### src/rtl/lpsfsm_pkg.sv
package lpsfsm_pkg;

  // Link controller states. The link-status wait state is coded as 7.
  typedef enum logic [2:0] {
    ST_IDLE        = 3'd0,
    ST_UNCONF_TXW  = 3'd1,
    ST_RESET_TXW   = 3'd2,
    ST_DATA_TXW    = 3'd3,
    ST_STATUS_TXW  = 3'd4,
    ST_RESET_WAIT  = 3'd5,
    ST_DATA_WAIT   = 3'd6,
    ST_STATUS_WAIT = 3'd7
  } link_state_e;

  // Event codes carried on the func field.
  typedef enum logic [3:0] {
    EV_SEND_CONF   = 4'd0,
    EV_SEND_UNCONF = 4'd1,
    EV_REQ_STATUS  = 4'd2,
    EV_TX_DONE     = 4'd3,
    EV_ACK         = 4'd4,
    EV_NACK        = 4'd5,
    EV_LINK_STATUS = 4'd6,
    EV_NOT_SUPP    = 4'd7,
    EV_TIMEOUT     = 4'd8
  } link_event_e;

  typedef enum logic [2:0] {
    FR_NONE   = 3'd0,
    FR_UNCONF = 3'd1,
    FR_CONF   = 3'd2,
    FR_RESET  = 3'd3,
    FR_STATUS = 3'd4
  } frame_cmd_e;

  typedef enum logic [1:0] {
    TM_NONE   = 2'd0,
    TM_START  = 2'd1,
    TM_CANCEL = 2'd2
  } timer_cmd_e;

  typedef enum logic [1:0] {
    SD_NONE = 2'd0,
    SD_OK   = 2'd1,
    SD_FAIL = 2'd2
  } send_done_e;

  typedef enum logic [2:0] {
    KA_NONE      = 3'd0,
    KA_INIT      = 3'd1,
    KA_COMPLETE  = 3'd2,
    KA_FAILED    = 3'd3,
    KA_TIMED_OUT = 3'd4
  } keepalive_e;

  typedef enum logic [1:0] {
    LN_NONE    = 2'd0,
    LN_RESET   = 2'd1,
    LN_UNRESET = 2'd2
  } link_notice_e;

  // One command word produced per event.
  typedef struct packed {
    link_state_e  state_after;
    frame_cmd_e   frame_cmd;
    logic         frame_count_bit;
    timer_cmd_e   timer_cmd;
    send_done_e   send_done;
    keepalive_e   keepalive_event;
    link_notice_e link_notice;
    logic         unexpected;
  } link_result_t;

endpackage

### src/rtl/link_primary_station_fsm.sv
// Primary-station link controller. Each accepted event transaction yields
// exactly one command word, and the block takes a new event every clock
// cycle while in_stall_o is low. An accepted event waits in the input
// register; when it moves on, the next-state decode writes the result
// register and the controller state together. A stalled result holds the
// input register, so at most two transactions are in flight and in_stall_o
// rises only while both registers are full. The link-status wait state is
// reported on state_after_o as code 7. max_retries is written through the
// configuration channel only while the input register is empty.
module link_primary_station_fsm (
  input  logic       clk_i,
  input  logic       rst_ni,
  // Configuration write channel
  input  logic       cfg_valid_i,
  output logic       cfg_ready_o,
  input  logic [7:0] cfg_data_i,
  // Event channel
  input  logic       in_valid_i,
  output logic       in_stall_o,
  input  logic [3:0] func_i,
  input  logic       success_i,
  input  logic       rx_buffer_full_i,
  input  logic       more_segments_i,
  // Command channel
  output logic       out_valid_o,
  input  logic       out_stall_i,
  output logic [2:0] state_after_o,
  output logic [2:0] frame_cmd_o,
  output logic       frame_count_bit_o,
  output logic [1:0] timer_cmd_o,
  output logic [1:0] send_done_o,
  output logic [2:0] keepalive_event_o,
  output logic [1:0] link_notice_o,
  output logic       unexpected_o
);
  import lpsfsm_pkg::*;

  // Configuration and controller state.
  logic [7:0]   max_retries_q;
  link_state_e  state_q, state_d;
  logic         remote_reset_q, remote_reset_d;
  logic         count_bit_q, count_bit_d;
  logic [7:0]   retries_q, retries_d;

  // Input register.
  logic         s1_valid_q;
  link_event_e  s1_event_q;
  logic         s1_success_q;
  logic         s1_full_q;
  logic         s1_more_q;

  // Result register.
  logic         out_valid_q;
  link_result_t res_q, res_d;

  logic         advance;
  logic         in_accept;

  // Handshake: the input register moves on whenever the result slot frees up.
  assign advance     = s1_valid_q && (!out_valid_q || !out_stall_i);
  assign in_stall_o  = s1_valid_q && !advance;
  assign in_accept   = in_valid_i && !in_stall_o;
  assign cfg_ready_o = !s1_valid_q;

  // Configuration register.
  always_ff @(posedge clk_i or negedge rst_ni) begin
    if (!rst_ni) begin
      max_retries_q <= 8'd0;
    end else if (cfg_valid_i && cfg_ready_o) begin
      max_retries_q <= cfg_data_i;
    end
  end

  // Input register valid flag.
  always_ff @(posedge clk_i or negedge rst_ni) begin
    if (!rst_ni) begin
      s1_valid_q <= 1'b0;
    end else if (in_accept) begin
      s1_valid_q <= 1'b1;
    end else if (advance) begin
      s1_valid_q <= 1'b0;
    end
  end

  // Input register payload.
  always_ff @(posedge clk_i) begin
    if (in_accept) begin
      s1_event_q   <= link_event_e'(func_i);
      s1_success_q <= success_i;
      s1_full_q    <= rx_buffer_full_i;
      s1_more_q    <= more_segments_i;
    end
  end

  // Controller state register, updated as each event is decoded.
  always_ff @(posedge clk_i or negedge rst_ni) begin
    if (!rst_ni) begin
      state_q        <= ST_IDLE;
      remote_reset_q <= 1'b0;
      count_bit_q    <= 1'b0;
      retries_q      <= 8'd0;
    end else if (advance) begin
      state_q        <= state_d;
      remote_reset_q <= remote_reset_d;
      count_bit_q    <= count_bit_d;
      retries_q      <= retries_d;
    end
  end

  // Next-state and command decode.
  always_comb begin
    link_state_e  st;
    frame_cmd_e   frame;
    timer_cmd_e   timer;
    send_done_e   done;
    keepalive_e   ka;
    link_notice_e notice;
    logic         unexp;

    st             = state_q;
    frame          = FR_NONE;
    timer          = TM_NONE;
    done           = SD_NONE;
    ka             = KA_NONE;
    notice         = LN_NONE;
    unexp          = 1'b0;
    remote_reset_d = remote_reset_q;
    count_bit_d    = count_bit_q;
    retries_d      = retries_q;

    case (state_q)
      ST_IDLE: begin
        if (s1_event_q == EV_SEND_UNCONF) begin
          frame = FR_UNCONF;
          st    = ST_UNCONF_TXW;
        end else if (s1_event_q == EV_SEND_CONF) begin
          retries_d = max_retries_q;
          if (remote_reset_q) begin
            frame = FR_CONF;
            st    = ST_DATA_TXW;
          end else begin
            frame = FR_RESET;
            st    = ST_RESET_TXW;
          end
        end else if (s1_event_q == EV_REQ_STATUS) begin
          frame = FR_STATUS;
          ka    = KA_INIT;
          st    = ST_STATUS_TXW;
        end else begin
          unexp = 1'b1;
        end
      end
      ST_UNCONF_TXW: begin
        if (s1_event_q == EV_TX_DONE) begin
          // Success matters only once the last segment has gone out.
          if (s1_more_q) begin
            frame = FR_UNCONF;
          end else begin
            done = s1_success_q ? SD_OK : SD_FAIL;
            st   = ST_IDLE;
          end
        end else begin
          unexp = 1'b1;
        end
      end
      ST_RESET_TXW, ST_DATA_TXW: begin
        if (s1_event_q == EV_TX_DONE) begin
          if (s1_success_q) begin
            timer = TM_START;
            st    = (state_q == ST_RESET_TXW) ? ST_RESET_WAIT : ST_DATA_WAIT;
          end else begin
            done = SD_FAIL;
            st   = ST_IDLE;
          end
        end else begin
          unexp = 1'b1;
        end
      end
      ST_STATUS_TXW: begin
        if (s1_event_q == EV_TX_DONE) begin
          if (s1_success_q) begin
            timer = TM_START;
            st    = ST_STATUS_WAIT;
          end else begin
            ka = KA_FAILED;
            st = ST_IDLE;
          end
        end else begin
          unexp = 1'b1;
        end
      end
      ST_RESET_WAIT: begin
        if (s1_event_q == EV_ACK) begin
          // The remote link is now reset; confirmed data starts with count bit 1.
          remote_reset_d = 1'b1;
          count_bit_d    = 1'b1;
          timer          = TM_CANCEL;
          frame          = FR_CONF;
          notice         = LN_RESET;
          st             = ST_DATA_TXW;
        end else if (s1_event_q == EV_NACK) begin
          timer = TM_CANCEL;
          done  = SD_FAIL;
          st    = ST_IDLE;
        end else if (s1_event_q == EV_TIMEOUT) begin
          if (retries_q != 8'd0) begin
            retries_d = retries_q - 8'd1;
            frame     = FR_RESET;
            st        = ST_RESET_TXW;
          end else begin
            done = SD_FAIL;
            st   = ST_IDLE;
          end
        end else begin
          unexp = 1'b1;
        end
      end
      ST_DATA_WAIT: begin
        if (s1_event_q == EV_ACK) begin
          count_bit_d = !count_bit_q;
          timer       = TM_CANCEL;
          if (s1_more_q) begin
            frame = FR_CONF;
            st    = ST_DATA_TXW;
          end else begin
            done = SD_OK;
            st   = ST_IDLE;
          end
        end else if (s1_event_q == EV_NACK) begin
          notice = LN_UNRESET;
          timer  = TM_CANCEL;
          if (s1_full_q) begin
            done = SD_FAIL;
            st   = ST_IDLE;
          end else begin
            retries_d = max_retries_q;
            frame     = FR_RESET;
            st        = ST_RESET_TXW;
          end
        end else if (s1_event_q == EV_TIMEOUT) begin
          if (retries_q != 8'd0) begin
            retries_d = retries_q - 8'd1;
            frame     = FR_CONF;
            st        = ST_DATA_TXW;
          end else begin
            notice = LN_UNRESET;
            done   = SD_FAIL;
            st     = ST_IDLE;
          end
        end else begin
          unexp = 1'b1;
        end
      end
      ST_STATUS_WAIT: begin
        if (s1_event_q == EV_NACK || s1_event_q == EV_NOT_SUPP) begin
          timer = TM_CANCEL;
          ka    = KA_FAILED;
          st    = ST_IDLE;
        end else if (s1_event_q == EV_LINK_STATUS) begin
          timer = TM_CANCEL;
          ka    = KA_COMPLETE;
          st    = ST_IDLE;
        end else if (s1_event_q == EV_TIMEOUT) begin
          ka = KA_TIMED_OUT;
          st = ST_IDLE;
        end else begin
          unexp = 1'b1;
        end
      end
      default: begin
        unexp = 1'b1;
      end
    endcase

    state_d                 = st;
    res_d.state_after       = st;
    res_d.frame_cmd         = frame;
    // The count bit goes out only with a confirmed data frame.
    res_d.frame_count_bit   = (frame == FR_CONF) ? count_bit_d : 1'b0;
    res_d.timer_cmd         = timer;
    res_d.send_done         = done;
    res_d.keepalive_event   = ka;
    res_d.link_notice       = notice;
    res_d.unexpected        = unexp;
  end

  // Result register valid flag.
  always_ff @(posedge clk_i or negedge rst_ni) begin
    if (!rst_ni) begin
      out_valid_q <= 1'b0;
    end else if (advance) begin
      out_valid_q <= 1'b1;
    end else if (!out_stall_i) begin
      out_valid_q <= 1'b0;
    end
  end

  // Result register payload.
  always_ff @(posedge clk_i) begin
    if (advance) begin
      res_q <= res_d;
    end
  end

  assign out_valid_o       = out_valid_q;
  assign state_after_o     = res_q.state_after;
  assign frame_cmd_o       = res_q.frame_cmd;
  assign frame_count_bit_o = res_q.frame_count_bit;
  assign timer_cmd_o       = res_q.timer_cmd;
  assign send_done_o       = res_q.send_done;
  assign keepalive_event_o = res_q.keepalive_event;
  assign link_notice_o     = res_q.link_notice;
  assign unexpected_o      = res_q.unexpected;

`ifndef SYNTHESIS
  // A presented command always reports the state the controller now holds.
  a_state_matches: assert property (@(posedge clk_i) disable iff (!rst_ni)
    out_valid_q |-> (res_q.state_after == state_q))
    else $error("state_after differs from controller state");

  // An unhandled event issues no command of any kind.
  a_unexpected_quiet: assert property (@(posedge clk_i) disable iff (!rst_ni)
    (out_valid_q && res_q.unexpected) |->
      (res_q.frame_cmd == FR_NONE && res_q.timer_cmd == TM_NONE &&
       res_q.send_done == SD_NONE && res_q.keepalive_event == KA_NONE &&
       res_q.link_notice == LN_NONE))
    else $error("unexpected event produced a command");

  // Controller state only moves when an event is decoded.
  a_state_hold: assert property (@(posedge clk_i) disable iff (!rst_ni)
    !advance |=> ($stable(state_q) && $stable(retries_q) && $stable(count_bit_q)))
    else $error("controller state changed without an event");
`endif

endmodule
### config.mk
export PLATFORM = sky130hd
export DESIGN_NAME = link_primary_station_fsm
export DESIGN_NICKNAME = d
export VERILOG_FILES = /design/src/rtl/lpsfsm_pkg.sv /design/src/rtl/link_primary_station_fsm.sv
export SDC_FILE = /design/constraint.sdc
export NUM_CORES = 1
export LEC_CHECK = 0
export ABC_AREA = 0
export BUFFER_PORTS_ARGS = -buffer_cell sky130_fd_sc_hd__buf_2
export CAP_MARGIN = 10
export CORE_MARGIN = 2
export CORE_UTILIZATION = 55
export CTS_BUF_LIST = sky130_fd_sc_hd__clkbuf_8
export CTS_CLUSTER_DIAMETER = 60
export DETAILED_ROUTE_END_ITERATION = 8
export PLACE_DENSITY = 0.77
export SYNTH_ARGS = -nofsm -noshare
export SYNTH_HDL_FRONTEND = slang
export SYNTH_SLANG_ARGS = --single-unit
### constraint.sdc
create_clock -name clk_i -period 6 [get_ports clk_i]
set_input_delay 0 -clock clk_i [delete_from_list [all_inputs] [get_ports clk_i]]
set_output_delay 0 -clock clk_i [all_outputs]
set_load 0.05 [all_outputs]
==> run summary <==
The buffer depth of the longest clock path is 2. The final core utilization is roughly two thirds. The post-route clock period utilization came out at around 50%. The initial standard-cell utilization of the core came out at 56.8%. The largest fanout of any net on the critical path is 23.

The filler cell count in the final layout is 374. Global routing consumed, over all layers together, roughly a quarter of the routing resources. IR analysis of the VDD net gives a maximum drop of around 0.22 mV. After legalization and detailed placement, the total HPWL measured between 4 and 5 mm. The clock tree synthesis step divided the H-tree into 2 levels.

In this run, post-CTS hold repair placed 18 buffers. The part of the Yosys area used for sequential elements is between 40% and 50%. TritonCTS created 5 clock buffers. The final layout net count came out at between 300 and 400. For this run, the leading register cell type out of synthesis is sky130_fd_sc_hd__edfxtp_1. The total detailed-routing wirelength is 6.09 mm. The number of DRC violations after detailed-routing iteration 0 came out at approximately 310. The number of I/O pins came out at 40. The clock period minus worst slack came out at just under 3 ns. The worst min-delay path class is in -> async. The number of standard cells in the layout, taps in and fillers out came out at 377.

Entering global routing, the biggest net connects 26 pins. For this run, the top clock speed supported by timing is roughly 340 MHz. The number of diodes added for antenna fixing is 0.

The worst setup path is captured at a flop. The region available for standard cell placement spans ~4700 µm². The number of sinks handled by clock tree synthesis came out at 47. The gate count after technology mapping came out at 263.

The average detailed-routed wire length per instance came out at around 16 µm. The total overflow reported by the global router is 0. The final estimated routing congestion in global placement came out at 0.938. The first TritonRoute pass finished after 6 iterations. The number of cell rows is 25. The sort of element at the start of the critical path is a flop. The count of buffers from port buffering is 39. The power density normalized to cell area came out at 361 nW/µm². The share of layout cells above drive strength 1 came out at 22.6%. The number of endpoints with negative hold slack in the final report came out at 0. The data required time of the worst path is 6.20 ns.

The initial antenna violation count is 0. The clock arrives with roughly 0.0089 ns of skew. The flow ran to the end, and the final reports show no timing, DRC or antenna violations. The post-synthesis net count is between 200 and 300. After synthesis, the mean cell area works out to approximately 10 µm².

The TritonCTS clock tree is yes. The post-synthesis to final-layout area growth is 16.9%. For the worst setup path, the data arrival time is between 3 and 4 ns. The analysis attributes to cell leakage a power of between 1 and 1.5 nW. For this run, design rule violations remaining after detail routing come to 0. The max-slew violation total from the final report is 0. For the pin with the worst max-slew slack, the measured transition is about 0.94 ns.

The die is ~74 µm wide. The clock insertion delay at the later pin of the skew report is around 0.30 ns. The number of global-route vias before repair came to ~2,200. The post-detailed-route via-to-cell ratio is approximately 6.1. The post-CTS clock slew at the launch and capture registers of the worst setup and hold paths came out at ~0.09 ns. The number of gates resized after cts is 0. The mapped cell area came out at 2680 µm². By area the synthesized netlist is led by sky130_fd_sc_hd__edfxtp_1 (27%), sky130_fd_sc_hd__dfrtp_1 (21%), sky130_fd_sc_hd__mux2_2 (3.8%), sky130_fd_sc_hd__nand2_1 (3.6%), sky130_fd_sc_hd__nor2_1 (3.4%). The final total negative setup slack came out at 0 ns. The global-route wire length before repair is about 10 mm. The share of flip-flops with an asynchronous set or reset is 48.9%. The flip-flop and latch count after synthesis came out at 47.

From bottom edge to top edge, the die measures roughly 74 µm. During synthesis, Yosys emitted a total of 0 warnings. The headroom to the max-slew limit came out at between 30% and 40%. The number of placed instances with taps included is 351.

The die covers 5450 µm². Summed over all instances, the cell type with the most area after synthesis is sky130_fd_sc_hd__edfxtp_1. Setup violations remaining at the end of the flow were counted as 0. The critical path in this run is classified as reg -> reg. The number of buffers inserted to repair setup after CTS is 0. Setup repair after global routing left no endpoint under its margin. In this run the clock root is driven by a sky130_fd_sc_hd__clkbuf_8. The detail route stage leaves a number of antenna-violating nets equal to 0. The number of synthesized flops with an enable pin is 24.

The synthesized design devotes to its leading area cell type a little over a quarter of total area. The number of maximum-capacitance violations came out at 0. Yosys mapped the design onto 63 distinct sky130hd cell types.

Summing over every cut layer, the via total after detailed routing is around 2,300.
-- through the flow --
stage	hold WS (ns)	power [mW]	area (µm²)	setup WS, ns
after global routing	0.257	1.20	3140	2.88
after floorplan	-0.296	0.839	2680	3.95
after global placement	0.00781	0.922	2870	3.31
after detailed placement	0.0121	0.928	2870	3.19
after CTS	0.221	1.12	3140	3.14
final	0.204	1.13	3140	3.06
-- report_power, final --
group          internal [mW]  leakage [nW]  switching [mW]
Clock                 0.0798        0.0453           0.106
Sequential             0.411         0.513           0.104
Combinational          0.164         0.691           0.266
-- Yosys cell counts, types with 2 or more instances --
master                     number
sky130_fd_sc_hd__a21oi_1        5
sky130_fd_sc_hd__a22o_1        10
sky130_fd_sc_hd__nand2b_1       6
sky130_fd_sc_hd__ha_1           3
sky130_fd_sc_hd__a31oi_1        3
sky130_fd_sc_hd__nor4_1         2
sky130_fd_sc_hd__edfxtp_1      24
sky130_fd_sc_hd__nand3b_1       3
sky130_fd_sc_hd__nor2_1        24
sky130_fd_sc_hd__o22ai_1        3
sky130_fd_sc_hd__o21ai_0       14
sky130_fd_sc_hd__a32oi_1        3
sky130_fd_sc_hd__clkbuf_1       8
sky130_fd_sc_hd__nor3_1         3
sky130_fd_sc_hd__or2_1          2
sky130_fd_sc_hd__o31ai_1        5
sky130_fd_sc_hd__or4_1          2
sky130_fd_sc_hd__and2_1         3
sky130_fd_sc_hd__nor2b_1        4
sky130_fd_sc_hd__a21o_1         2
sky130_fd_sc_hd__inv_1         10
sky130_fd_sc_hd__o21ai_1        7
sky130_fd_sc_hd__buf_2          7
sky130_fd_sc_hd__mux2_2         9
sky130_fd_sc_hd__o211ai_1       6
sky130_fd_sc_hd__nand2_1       26
sky130_fd_sc_hd__o221ai_1       2
sky130_fd_sc_hd__nand3_1        5
sky130_fd_sc_hd__buf_6          2
sky130_fd_sc_hd__or2_2          3
sky130_fd_sc_hd__nand4_1        2
sky130_fd_sc_hd__or3b_2         2
sky130_fd_sc_hd__dfrtp_1       23
-- area by class of cell --
class	count	area, µm²	area share (%)
multi-input combinational	187	1250	40.0
timing repair buffer	57	375	12.0
clock buffer	5	68.8	2.19
tap	67	83.8	2.67
inverter	11	41.3	1.32
clock inverter	3	16.3	0.519
sequential	47	1300	41.3
-- path summary, 6_finish.rpt --
check | from | to | slack, ns | cells past startpoint
max | state_q[1]$_DFFE_PN0P_ | retries_q[0]$_DFFE_PN0P_ | 3.06 | 5
min | rst_ni | state_q[0]$_DFFE_PN0P_ | 0.20 | 2
max reg2reg | state_q[1]$_DFFE_PN0P_ | retries_q[0]$_DFFE_PN0P_ | 3.06 | 5
min reg2reg | remote_reset_q$_DFFE_PN0P_ | remote_reset_q$_DFFE_PN0P_ | 0.50 | 1
max in group asynchronous | rst_ni | s1_valid_q$_DFFE_PN0P_ | 5.43 | 2
min in group clk_i | cfg_valid_i | max_retries_q[2]$_DFFE_PN0P_ | 0.30 | 3
-- worst max-delay path, cell delays in order, from the launching register on --
cell and delay [ns]:
sky130_fd_sc_hd__dfrtp_1 0.80, sky130_fd_sc_hd__nor2b_1 0.41, sky130_fd_sc_hd__nand2_1 0.16, sky130_fd_sc_hd__a311oi_2 0.86
sky130_fd_sc_hd__o21ai_0 0.30, sky130_fd_sc_hd__a22o_1 0.30
-- cell usage in the layout (no fill, tap or decap), types with 3 or more instances in the layout --
| cell | n |
|---|---|
| sky130_fd_sc_hd__or2_2 | 3 |
| sky130_fd_sc_hd__nor2b_1 | 4 |
| sky130_fd_sc_hd__o21ai_0 | 14 |
| sky130_fd_sc_hd__o211ai_1 | 6 |
| sky130_fd_sc_hd__buf_2 | 39 |
| sky130_fd_sc_hd__clkbuf_8 | 5 |
| sky130_fd_sc_hd__edfxtp_1 | 24 |
| sky130_fd_sc_hd__mux2_2 | 9 |
| sky130_fd_sc_hd__nand2b_1 | 6 |
| sky130_fd_sc_hd__nand3_1 | 5 |
| sky130_fd_sc_hd__a21oi_1 | 5 |
| sky130_fd_sc_hd__a32oi_1 | 3 |
| sky130_fd_sc_hd__o31ai_1 | 5 |
| sky130_fd_sc_hd__nand3b_1 | 3 |
| sky130_fd_sc_hd__and2_1 | 3 |
| sky130_fd_sc_hd__a31oi_1 | 3 |
| sky130_fd_sc_hd__nand2_1 | 26 |
| sky130_fd_sc_hd__dlygate4sd3_1 | 18 |
| sky130_fd_sc_hd__inv_1 | 11 |
| sky130_fd_sc_hd__nor2_1 | 24 |
| sky130_fd_sc_hd__a22o_1 | 10 |
| sky130_fd_sc_hd__o21ai_1 | 7 |
| sky130_fd_sc_hd__o22ai_1 | 3 |
| sky130_fd_sc_hd__ha_1 | 3 |
| sky130_fd_sc_hd__dfrtp_1 | 23 |
| sky130_fd_sc_hd__nor3_1 | 3 |
-- sequential cells by signal, indices dropped and copies added, names as in the netlist, 3 cells and up --
register and cells:
max_retries_q 8, s1_event_q 4, keepalive_event_o 3, frame_cmd_o 3, retries_q 8, state_after_o 3, state_q 3
-- layer usage --
metal / routed length (µm) / up-vias / global-route usage (%)
met1: 2630 / 1061 / 32.4
met2: 2790 / 152 / 40.2
met3: 487 / 26 / 4.12
li1: - / 1078 / -
met4: 185 / 0 / 8.48
met5: 0 / - / 0
-- kinds of logic after synthesis --
group	Yosys count	synth area share, %
simple gates	100	21.5
compound gates	75	20.1
buf+inv	29	4.94
fa+ha+maj	3	1.40
mux	9	3.78
flops	47	48.3
Power figures use the tool's default switching activity.
